--- config.mk ---
export PLATFORM = sky130hd
export DESIGN_NAME = positional_list_engine_core
export DESIGN_NICKNAME = d
export VERILOG_FILES = /design/src/rtl/plm_pkg.sv /design/src/rtl/positional_list_engine_core.sv /design/src/rtl/plm_ram.sv /design/src/rtl/plm_sequencer.sv
export SDC_FILE = /design/constraint.sdc
export NUM_CORES = 1
export LEC_CHECK = 0
export BUFFER_PORTS_ARGS = -buffer_cell sky130_fd_sc_hd__buf_4
export CORE_ASPECT_RATIO = 1.75
export CORE_MARGIN = 2
export CORE_UTILIZATION = 35
export CTS_CLUSTER_SIZE = 14
export DETAILED_ROUTE_END_ITERATION = 16
export PLACE_DENSITY = 0.56
export RECOVER_POWER = 25
export SKIP_CTS_REPAIR_TIMING = 1
export SYNTH_ARGS = -nofsm -noshare
export SYNTH_HDL_FRONTEND = slang
export SYNTH_SLANG_ARGS = --single-unit
--- constraint.sdc ---
create_clock -name clock -period 6.6 [get_ports clock]
set_input_delay 0.33 -clock clock [delete_from_list [all_inputs] [get_ports clock]]
set_output_delay 0.33 -clock clock [all_outputs]
set_load 0.01 [all_outputs]
--- src/rtl/plm_pkg.sv ---
// Package for the positional list engine: action and status codes, the control word
// layout, flag group and the microcode table.
// Depends on nothing; used by positional_list_engine_core and plm_sequencer in rtl/.
package plm_pkg;

   localparam int CAPACITY_DEFAULT = 32;
   localparam int ACTION_W = 2;
   localparam int POS_W    = 6;
   localparam int CHAR_W   = 8;
   localparam int STATUS_W = 2;
   localparam int UPC_W    = 5;

   typedef logic [ACTION_W-1:0] action_type;
   typedef logic [STATUS_W-1:0] status_type;
   typedef logic [UPC_W-1:0]    upc_type;

   localparam action_type ACT_ADD    = 2'd0;
   localparam action_type ACT_DELETE = 2'd1;
   localparam action_type ACT_GET    = 2'd2;
   localparam action_type ACT_PRINT  = 2'd3;

   localparam status_type ST_ELEMENT = 2'd0;
   localparam status_type ST_BAD_POS = 2'd1;
   localparam status_type ST_FULL    = 2'd2;
   localparam status_type ST_EMPTY   = 2'd3;

   typedef enum logic [2:0] {
      C_NEVER, C_ALWAYS, C_BAD_POS, C_FULL, C_EMPTY,
      C_IDX_AT_POS, C_IDX_AT_LEN, C_IDX_BELOW_LEN
   } cond_type;

   typedef enum logic [2:0] {
      IDX_HOLD, IDX_LOAD_LEN, IDX_LOAD_POS, IDX_ZERO, IDX_INC, IDX_DEC
   } idx_op_type;

   typedef enum logic [1:0] {
      RD_NONE, RD_IDX, RD_IDX_M1, RD_POS_M1
   } rd_sel_type;

   typedef enum logic [1:0] {
      WR_NONE, WR_RDATA_IDX, WR_RDATA_IDX_M1, WR_BYTE_IDX
   } wr_sel_type;

   typedef enum logic [1:0] {
      LEN_HOLD, LEN_INC, LEN_DEC
   } len_op_type;

   typedef enum logic [1:0] {
      EMIT_NONE, EMIT_ELEM_ONE, EMIT_ELEM_RUN, EMIT_ERR
   } emit_type;

   typedef struct packed {
      cond_type   cond;
      upc_type    target;
      idx_op_type idx_op;
      rd_sel_type rd_sel;
      wr_sel_type wr_sel;
      len_op_type len_op;
      emit_type   emit;
      status_type status;
      logic       done;
   } uword_type;

   typedef struct packed {
      logic bad_pos;
      logic full;
      logic empty;
      logic idx_at_pos;
      logic idx_at_len;
      logic idx_below_len;
   } flags_type;

   localparam upc_type U_ADD0 = 5'd0;
   localparam upc_type U_ADD1 = 5'd1;
   localparam upc_type U_ADD2 = 5'd2;
   localparam upc_type U_ADD3 = 5'd3;
   localparam upc_type U_ADD4 = 5'd4;
   localparam upc_type U_DEL0 = 5'd5;
   localparam upc_type U_DEL1 = 5'd6;
   localparam upc_type U_DEL2 = 5'd7;
   localparam upc_type U_DEL3 = 5'd8;
   localparam upc_type U_GET0 = 5'd9;
   localparam upc_type U_GET1 = 5'd10;
   localparam upc_type U_PRT0 = 5'd11;
   localparam upc_type U_PRT1 = 5'd12;
   localparam upc_type U_PRT2 = 5'd13;
   localparam upc_type U_ERRP = 5'd14;
   localparam upc_type U_ERRF = 5'd15;
   localparam upc_type U_ERRE = 5'd16;

   function automatic uword_type uw(
      input cond_type   cond,
      input upc_type    target,
      input idx_op_type idx_op,
      input rd_sel_type rd_sel,
      input wr_sel_type wr_sel,
      input len_op_type len_op,
      input emit_type   emit,
      input status_type status,
      input logic       done
   );
      uword_type w;
      w.cond   = cond;
      w.target = target;
      w.idx_op = idx_op;
      w.rd_sel = rd_sel;
      w.wr_sel = wr_sel;
      w.len_op = len_op;
      w.emit   = emit;
      w.status = status;
      w.done   = done;
      return w;
   endfunction

   function automatic uword_type uword_nop();
      return uw(C_NEVER, U_ADD0, IDX_HOLD, RD_NONE, WR_NONE, LEN_HOLD, EMIT_NONE,
                ST_ELEMENT, 1'b1);
   endfunction

   // cond true -> target; else done -> idle; else next step
   function automatic uword_type ucode_rom(input upc_type a);
      uword_type w;
      w = uword_nop();
      unique case (a)
         U_ADD0: w = uw(C_BAD_POS, U_ERRP, IDX_HOLD, RD_NONE, WR_NONE, LEN_HOLD,
                        EMIT_NONE, ST_ELEMENT, 1'b0);
         U_ADD1: w = uw(C_FULL, U_ERRF, IDX_LOAD_LEN, RD_NONE, WR_NONE, LEN_HOLD,
                        EMIT_NONE, ST_ELEMENT, 1'b0);
         U_ADD2: w = uw(C_IDX_AT_POS, U_ADD4, IDX_HOLD, RD_IDX_M1, WR_NONE, LEN_HOLD,
                        EMIT_NONE, ST_ELEMENT, 1'b0);
         U_ADD3: w = uw(C_ALWAYS, U_ADD2, IDX_DEC, RD_NONE, WR_RDATA_IDX, LEN_HOLD,
                        EMIT_NONE, ST_ELEMENT, 1'b0);
         U_ADD4: w = uw(C_NEVER, U_ADD0, IDX_HOLD, RD_NONE, WR_BYTE_IDX, LEN_INC,
                        EMIT_NONE, ST_ELEMENT, 1'b1);
         U_DEL0: w = uw(C_BAD_POS, U_ERRP, IDX_LOAD_POS, RD_NONE, WR_NONE, LEN_HOLD,
                        EMIT_NONE, ST_ELEMENT, 1'b0);
         U_DEL1: w = uw(C_IDX_AT_LEN, U_DEL3, IDX_HOLD, RD_IDX, WR_NONE, LEN_HOLD,
                        EMIT_NONE, ST_ELEMENT, 1'b0);
         U_DEL2: w = uw(C_ALWAYS, U_DEL1, IDX_INC, RD_NONE, WR_RDATA_IDX_M1, LEN_HOLD,
                        EMIT_NONE, ST_ELEMENT, 1'b0);
         U_DEL3: w = uw(C_NEVER, U_ADD0, IDX_HOLD, RD_NONE, WR_NONE, LEN_DEC,
                        EMIT_NONE, ST_ELEMENT, 1'b1);
         U_GET0: w = uw(C_BAD_POS, U_ERRP, IDX_HOLD, RD_POS_M1, WR_NONE, LEN_HOLD,
                        EMIT_NONE, ST_ELEMENT, 1'b0);
         U_GET1: w = uw(C_NEVER, U_ADD0, IDX_HOLD, RD_NONE, WR_NONE, LEN_HOLD,
                        EMIT_ELEM_ONE, ST_ELEMENT, 1'b1);
         U_PRT0: w = uw(C_EMPTY, U_ERRE, IDX_ZERO, RD_NONE, WR_NONE, LEN_HOLD,
                        EMIT_NONE, ST_ELEMENT, 1'b0);
         U_PRT1: w = uw(C_NEVER, U_ADD0, IDX_INC, RD_IDX, WR_NONE, LEN_HOLD,
                        EMIT_NONE, ST_ELEMENT, 1'b0);
         U_PRT2: w = uw(C_IDX_BELOW_LEN, U_PRT1, IDX_HOLD, RD_NONE, WR_NONE, LEN_HOLD,
                        EMIT_ELEM_RUN, ST_ELEMENT, 1'b1);
         U_ERRP: w = uw(C_NEVER, U_ADD0, IDX_HOLD, RD_NONE, WR_NONE, LEN_HOLD,
                        EMIT_ERR, ST_BAD_POS, 1'b1);
         U_ERRF: w = uw(C_NEVER, U_ADD0, IDX_HOLD, RD_NONE, WR_NONE, LEN_HOLD,
                        EMIT_ERR, ST_FULL, 1'b1);
         U_ERRE: w = uw(C_NEVER, U_ADD0, IDX_HOLD, RD_NONE, WR_NONE, LEN_HOLD,
                        EMIT_ERR, ST_EMPTY, 1'b1);
         default: w = uword_nop();
      endcase
      return w;
   endfunction

   function automatic upc_type entry_point(input action_type act);
      upc_type e;
      e = U_ADD0;
      unique case (act)
         ACT_ADD:    e = U_ADD0;
         ACT_DELETE: e = U_DEL0;
         ACT_GET:    e = U_GET0;
         ACT_PRINT:  e = U_PRT0;
         default:    e = U_ADD0;
      endcase
      return e;
   endfunction

endpackage

--- src/rtl/positional_list_engine_core.sv ---
// Positional list engine: ranked insert, delete, get and print over a byte store.
// Depends on plm_pkg, plm_ram and plm_sequencer.
// Each element moved or printed takes two microcode steps; the store has one write and one read port.
// Each result beat is registered and appears in the cycle after the step that forms it; the receiver cannot stall.
// Reset clears the length, result valid flag and sequencer; element store contents stay undefined until written.
module positional_list_engine_core #(
   parameter int CAPACITY = plm_pkg::CAPACITY_DEFAULT
) (
   input  logic                          clock,
   input  logic                          reset,
   input  logic                          start,
   output logic                          busy,
   input  logic [plm_pkg::ACTION_W-1:0]  req_action,
   input  logic [plm_pkg::POS_W-1:0]     req_position,
   input  logic [plm_pkg::CHAR_W-1:0]    req_new_char,
   output logic                          rsp_valid,
   output logic [plm_pkg::STATUS_W-1:0]  rsp_status,
   output logic [plm_pkg::CHAR_W-1:0]    rsp_out_char,
   output logic                          rsp_last
);
   import plm_pkg::*;

   localparam int AW    = $clog2(CAPACITY);
   localparam int LEN_W = $clog2(CAPACITY + 1);
   localparam int CMP_W = ((LEN_W > POS_W) ? LEN_W : POS_W) + 1;

   uword_type   ctl;
   flags_type   flags;
   logic        accept;

   action_type         action_ff;
   logic [POS_W-1:0]   pos_ff;
   logic [CHAR_W-1:0]  byte_ff;
   logic [LEN_W-1:0]   len_ff, len_in;
   logic [LEN_W-1:0]   idx_ff, idx_in;
   logic [LEN_W-1:0]   idx_m1;
   logic [POS_W-1:0]   pos_m1;
   logic [CMP_W-1:0]   pos_c, len_c, idx_c;

   logic               ram_wr_en, ram_rd_en;
   logic [AW-1:0]      ram_wr_addr, ram_rd_addr;
   logic [CHAR_W-1:0]  ram_wr_data, ram_rd_data;

   logic               rsp_valid_ff, rsp_valid_in;
   status_type         rsp_status_ff, rsp_status_in;
   logic [CHAR_W-1:0]  rsp_char_ff, rsp_char_in;
   logic               rsp_last_ff, rsp_last_in;

   assign accept = start && !busy;

   plm_sequencer u_seq (
      .clock  (clock),
      .reset  (reset),
      .start  (start),
      .action (req_action),
      .flags  (flags),
      .busy   (busy),
      .ctl    (ctl)
   );

   plm_ram #(
      .WIDTH (CHAR_W),
      .DEPTH (CAPACITY)
   ) u_store (
      .clock   (clock),
      .wr_en   (ram_wr_en),
      .wr_addr (ram_wr_addr),
      .wr_data (ram_wr_data),
      .rd_en   (ram_rd_en),
      .rd_addr (ram_rd_addr),
      .rd_data (ram_rd_data)
   );

   always_comb begin
      pos_c  = CMP_W'(pos_ff);
      len_c  = CMP_W'(len_ff);
      idx_c  = CMP_W'(idx_ff);
      idx_m1 = idx_ff - LEN_W'(1);
      pos_m1 = pos_ff - POS_W'(1);

      flags.bad_pos = (pos_ff == '0) ||
                      ((action_ff == ACT_ADD) ? (pos_c > len_c + CMP_W'(1))
                                              : (pos_c > len_c));
      flags.full          = (len_ff == LEN_W'(CAPACITY));
      flags.empty         = (len_ff == '0);
      flags.idx_at_pos    = (idx_c + CMP_W'(1) == pos_c);
      flags.idx_at_len    = (idx_ff == len_ff);
      flags.idx_below_len = (idx_ff < len_ff);

      ram_rd_en   = 1'b1;
      ram_rd_addr = idx_ff[AW-1:0];
      case (ctl.rd_sel)
         RD_NONE:   ram_rd_en   = 1'b0;
         RD_IDX:    ram_rd_addr = idx_ff[AW-1:0];
         RD_IDX_M1: ram_rd_addr = idx_m1[AW-1:0];
         RD_POS_M1: ram_rd_addr = pos_m1[AW-1:0];
         default:   ram_rd_en   = 1'b0;
      endcase

      ram_wr_en   = 1'b1;
      ram_wr_addr = idx_ff[AW-1:0];
      ram_wr_data = ram_rd_data;
      case (ctl.wr_sel)
         WR_NONE:         ram_wr_en   = 1'b0;
         WR_RDATA_IDX:    ram_wr_addr = idx_ff[AW-1:0];
         WR_RDATA_IDX_M1: ram_wr_addr = idx_m1[AW-1:0];
         WR_BYTE_IDX:     ram_wr_data = byte_ff;
         default:         ram_wr_en   = 1'b0;
      endcase

      idx_in = idx_ff;
      case (ctl.idx_op)
         IDX_LOAD_LEN: idx_in = len_ff;
         IDX_LOAD_POS: idx_in = LEN_W'(pos_ff);
         IDX_ZERO:     idx_in = '0;
         IDX_INC:      idx_in = idx_ff + LEN_W'(1);
         IDX_DEC:      idx_in = idx_m1;
         default:      idx_in = idx_ff;
      endcase

      len_in = len_ff;
      case (ctl.len_op)
         LEN_INC: len_in = len_ff + LEN_W'(1);
         LEN_DEC: len_in = len_ff - LEN_W'(1);
         default: len_in = len_ff;
      endcase

      rsp_valid_in  = (ctl.emit != EMIT_NONE);
      rsp_status_in = ST_ELEMENT;
      rsp_char_in   = ram_rd_data;
      rsp_last_in   = 1'b1;
      case (ctl.emit)
         EMIT_ELEM_RUN: rsp_last_in = (idx_ff == len_ff);
         EMIT_ERR: begin
            rsp_status_in = ctl.status;
            rsp_char_in   = '0;
         end
         default: rsp_last_in = 1'b1;
      endcase
   end

   always_ff @(posedge clock) begin
      if (reset) begin
         len_ff       <= '0;
         rsp_valid_ff <= 1'b0;
      end else begin
         len_ff       <= len_in;
         rsp_valid_ff <= rsp_valid_in;
      end
   end

   always_ff @(posedge clock) begin
      if (accept) begin
         action_ff <= req_action;
         pos_ff    <= req_position;
         byte_ff   <= req_new_char;
      end
      idx_ff        <= idx_in;
      rsp_status_ff <= rsp_status_in;
      rsp_char_ff   <= rsp_char_in;
      rsp_last_ff   <= rsp_last_in;
   end

   assign rsp_valid    = rsp_valid_ff;
   assign rsp_status   = rsp_status_ff;
   assign rsp_out_char = rsp_char_ff;
   assign rsp_last     = rsp_last_ff;

   a_len_bound: assert property (@(posedge clock) disable iff (reset)
      len_ff <= LEN_W'(CAPACITY))
      else $error("list length beyond capacity");

   a_no_idle_write: assert property (@(posedge clock) disable iff (reset)
      !busy |-> !ram_wr_en)
      else $error("store written while idle");

   a_rsp_from_busy: assert property (@(posedge clock) disable iff (reset)
      rsp_valid |-> $past(busy))
      else $error("result beat without a running item");

   a_accept_busy: assert property (@(posedge clock) disable iff (reset)
      accept |=> busy)
      else $error("accepted item did not raise busy");

endmodule

--- src/rtl/plm_ram.sv ---
// Generic single-write, single-read RAM with registered read data.
// No dependencies.
module plm_ram #(
   parameter int WIDTH = 8,
   parameter int DEPTH = 32
) (
   input  logic                     clock,
   input  logic                     wr_en,
   input  logic [$clog2(DEPTH)-1:0] wr_addr,
   input  logic [WIDTH-1:0]         wr_data,
   input  logic                     rd_en,
   input  logic [$clog2(DEPTH)-1:0] rd_addr,
   output logic [WIDTH-1:0]         rd_data
);

   logic [WIDTH-1:0] mem_ff [DEPTH];
   logic [WIDTH-1:0] rd_data_ff;

   always_ff @(posedge clock) begin
      if (wr_en) begin
         mem_ff[wr_addr] <= wr_data;
      end
      if (rd_en) begin
         rd_data_ff <= mem_ff[rd_addr];
      end
   end

   assign rd_data = rd_data_ff;

endmodule

--- src/rtl/plm_sequencer.sv ---
// Microcode sequencer: step counter, busy flag and control word lookup.
// Depends on plm_pkg.
module plm_sequencer (
   input  logic                 clock,
   input  logic                 reset,
   input  logic                 start,
   input  plm_pkg::action_type  action,
   input  plm_pkg::flags_type   flags,
   output logic                 busy,
   output plm_pkg::uword_type   ctl
);
   import plm_pkg::*;

   logic      busy_ff, busy_in;
   upc_type   pc_ff, pc_in;
   uword_type word;
   logic      cond_true;

   always_comb begin
      word = ucode_rom(pc_ff);
      cond_true = 1'b0;
      unique case (word.cond)
         C_NEVER:         cond_true = 1'b0;
         C_ALWAYS:        cond_true = 1'b1;
         C_BAD_POS:       cond_true = flags.bad_pos;
         C_FULL:          cond_true = flags.full;
         C_EMPTY:         cond_true = flags.empty;
         C_IDX_AT_POS:    cond_true = flags.idx_at_pos;
         C_IDX_AT_LEN:    cond_true = flags.idx_at_len;
         C_IDX_BELOW_LEN: cond_true = flags.idx_below_len;
         default:         cond_true = 1'b0;
      endcase

      busy_in = busy_ff;
      pc_in   = pc_ff;
      if (!busy_ff) begin
         if (start) begin
            busy_in = 1'b1;
            pc_in   = entry_point(action);
         end
      end else if (cond_true) begin
         pc_in = word.target;
      end else if (word.done) begin
         busy_in = 1'b0;
      end else begin
         pc_in = pc_ff + UPC_W'(1);
      end

      ctl = busy_ff ? word : uword_nop();
   end

   always_ff @(posedge clock) begin
      if (reset) begin
         busy_ff <= 1'b0;
         pc_ff   <= U_ADD0;
      end else begin
         busy_ff <= busy_in;
         pc_ff   <= pc_in;
      end
   end

   assign busy = busy_ff;

endmodule

==> results.ini <==
[clocking]
root_buffer=clkbuf_16
cts_tree=built
clk_latency_ns=0.53
cts_buffers=34
path_clk_slew_ns=0.06
htreeDepth=2
clock_sinks=331
cts_buffer_depth=3

[sta]
period_share_pct=67.8
hold_viol=0
rsz0062_at_grt=false
setup_tns_ns=0
fin_ws_ns=2.13
final-setup-viol-count=0
finClkSkew_ns=0.0344
maxSlewViolCount=17
worst_pin_slew_ns=1.52
maxSlewHeadroom_pct=-1.24
period_minus_slack_ns=4.47
maxClockFrequency_ghz=0.224

[synthesis]
synth-edff-count=286
seq_area_frac_synth_pct=63.4
avgSynthCellArea_um2=12.2
synth_nets=1283
synth_cell_types=71
synth_seq_cells=331
ys_async_sr_fraction_pct=0
synth_cells=1228
yosys_warnings=0
synth_area_mm2=0.0150
synth_ff_type=edfxtp_1

[status]
violations=capacitance limit, slew limit
status=finished, violations left

[placement]
post-place-ws_ns=2.15
portBuffers=31
globalplace.congestion=0.873
hpwlAfterDp_um=24600

[layout]
final_common_cell=edfxtp_1
multi_input_area_mm2=0.00508
fillers=4005
mostFrequentLayoutCells=edfxtp_1 (286), nand2_1 (166), a211oi_1 (92)
area_delta_synth_final_pct=12.0
seqCellArea_mm2=0.00949
drive_gt1_share_pct=6.67
fin_nets=1293
num_antenna_cells=0

[detailed_routing]
wirelength_met1_um=14400
viasPerCell=5.34
highest_layer=met4
wl_um=38300
antenna_left=0
wl_per_cell_um=21.0
drt_iter0_markers=585
detailroute.wirelength.met2_um=20200
drc=0
drt_pre_antenna_iters=6
wl_met3_um=1310
num_vias=9720

[run]
cap_violations=1

[setup_path]
critPathArrivalTime_ns=4.91
cp.depth=14
end_kind=register
cp-start-kind=register
cp.buffers_inverters=3
crit_required_ns=7.04
slowest_stage=edfxtp_1
cp_cell_sequence=inv_1 -> ha_1 -> xor2_1 -> or4_4 -> a2111oi_4 -> a211o_1 -> a21oi_1 -> o311ai_1 -> nor2_1 -> inv_1 -> ha_1 -> inv_1 -> o21a_1 -> a311oi_2
cp_max_fo=15
r2r_cells=14
cp_common_cell=inv_1
critPathMaxStageDelay_ns=0.67
r2r_slack_ns=2.13
crit_family=compound AO/OA/AOI/OAI gates
critical_path_class=reg -> reg

[global_routing]
grt_pass1_vias=9776
grt_max_degree=129
grt_overflow_total=0
grt_pass1_wl_um=57800
track_usage_pct=17.0
antenna_found_initial=0

[floorplanning]
start_util_pct=35.3
pin_count=32
rows=100
die-height_um=277
die_w_um=160
core_area_mm2=0.0424
dieArea_mm2=0.0445

[power]
p_leak_nw=5.45
powerDensity_mw_per_mm2=311
irDropWorstVdd_mv=0.176

[min_path]
whs_path_depth=1
hold_path_class=in -> reg

worst paths after layout:
kind                                       from              to
worst max-delay path                  idx_ff[0]  u_seq.word[15]
worst min-delay path            req_position[5]       pos_ff[5]
worst max register to register        idx_ff[0]  u_seq.word[15]
worst min register to register    u_seq.word[2]   rsp_status[1]
routing by layer:
layer	track usage, %	vias up
met2	31.4	238
met3	2.32	95
met5	0	-
li1	-	4638
met1	18.4	4749
met4	10.2	0
sequential cells by signal, indices dropped and copies added (netlist names), 2 cells and up:
signal,count
u_store.mem_ff,256
u_seq.word,21
byte_ff,8
idx_ff,6
action_ff,2
rsp_out_char,8
u_store.rd_data,8
len_ff,6
pos_ff,6
u_seq.pc_ff,5
rsp_status,2
cells by family (layout without fill, tap and decap cells):
logic type / Yosys count / after routing / synth area share, %
multiplexers: 17 / 17 / 1.29
AND/OR/NAND/NOR: 399 / 399 / 12.8
buffers and inverters: 107 / 138 / 2.89
adder cells (fa/ha/maj): 36 / 36 / 3.06
XOR/XNOR: 31 / 31 / 1.82
AO/OA/AOI/OAI: 307 / 307 / 14.7
flip-flops: 331 / 331 / 63.4
final cells by class:
class	count	area share [%]
Clock buffer	44	5.43
Tap cell	561	4.19
Sequential cell	331	56.7
Timing Repair Buffer	52	2.17
Multi-Input combinational cell	790	30.3
Clock inverter	13	0.568
Inverter	29	0.650
stage by stage:
stage / total power [mW] / instances / util [%] / hold WS [ns] / area [um^2]
finish: 5.21 / 1820 / 39.5 / 0.0694 / 16700
global route: 5.42 / 1820 / 39.5 / 0.0650 / 16700
CTS: 5.26 / 1809 / 39.4 / -0.0576 / 16700
detailed placement: 3.47 / 1752 / 37.1 / 0.419 / 15700
global placement: 3.46 / 1752 / 37.1 / 0.431 / 15700
floorplan: 3.14 / 1228 / - / 0.394 / 15000
Yosys cell counts, types with 4 or more instances:
cell	instances	share of area, %
and3_1	4	0.17
inv_1	29	0.73
a21oi_1	55	1.8
xor2_1	14	0.82
a211oi_1	93	4.7
nor2b_1	10	0.42
o21ai_0	23	0.77
o32ai_1	5	0.29
nand2_1	166	4.2
mux2i_1	5	0.33
edfxtp_1	286	57
nor2_1	71	1.8
nand2b_1	10	0.42
clkbuf_1	68	1.7
nor3_1	11	0.37
a32oi_1	6	0.35
a22o_1	4	0.23
a311oi_1	32	1.9
xnor2_1	17	1.0
nand3_1	21	0.70
a21o_1	12	0.60
mux2_2	10	0.75
dfxtp_1	45	6.0
a31oi_1	36	1.5
ha_1	35	2.9
buf_2	4	0.13
nor3b_1	6	0.30
o22ai_1	4	0.17
nand4_1	6	0.25
and2_1	76	3.2
power breakdown:
part           internal (mW)  total, mW  switching [mW]
Clock                   1.01       1.79           0.780
Sequential              2.38       2.48          0.0956
Combinational          0.314      0.940           0.626
Note: power is estimated with default switching activity, not from simulation.
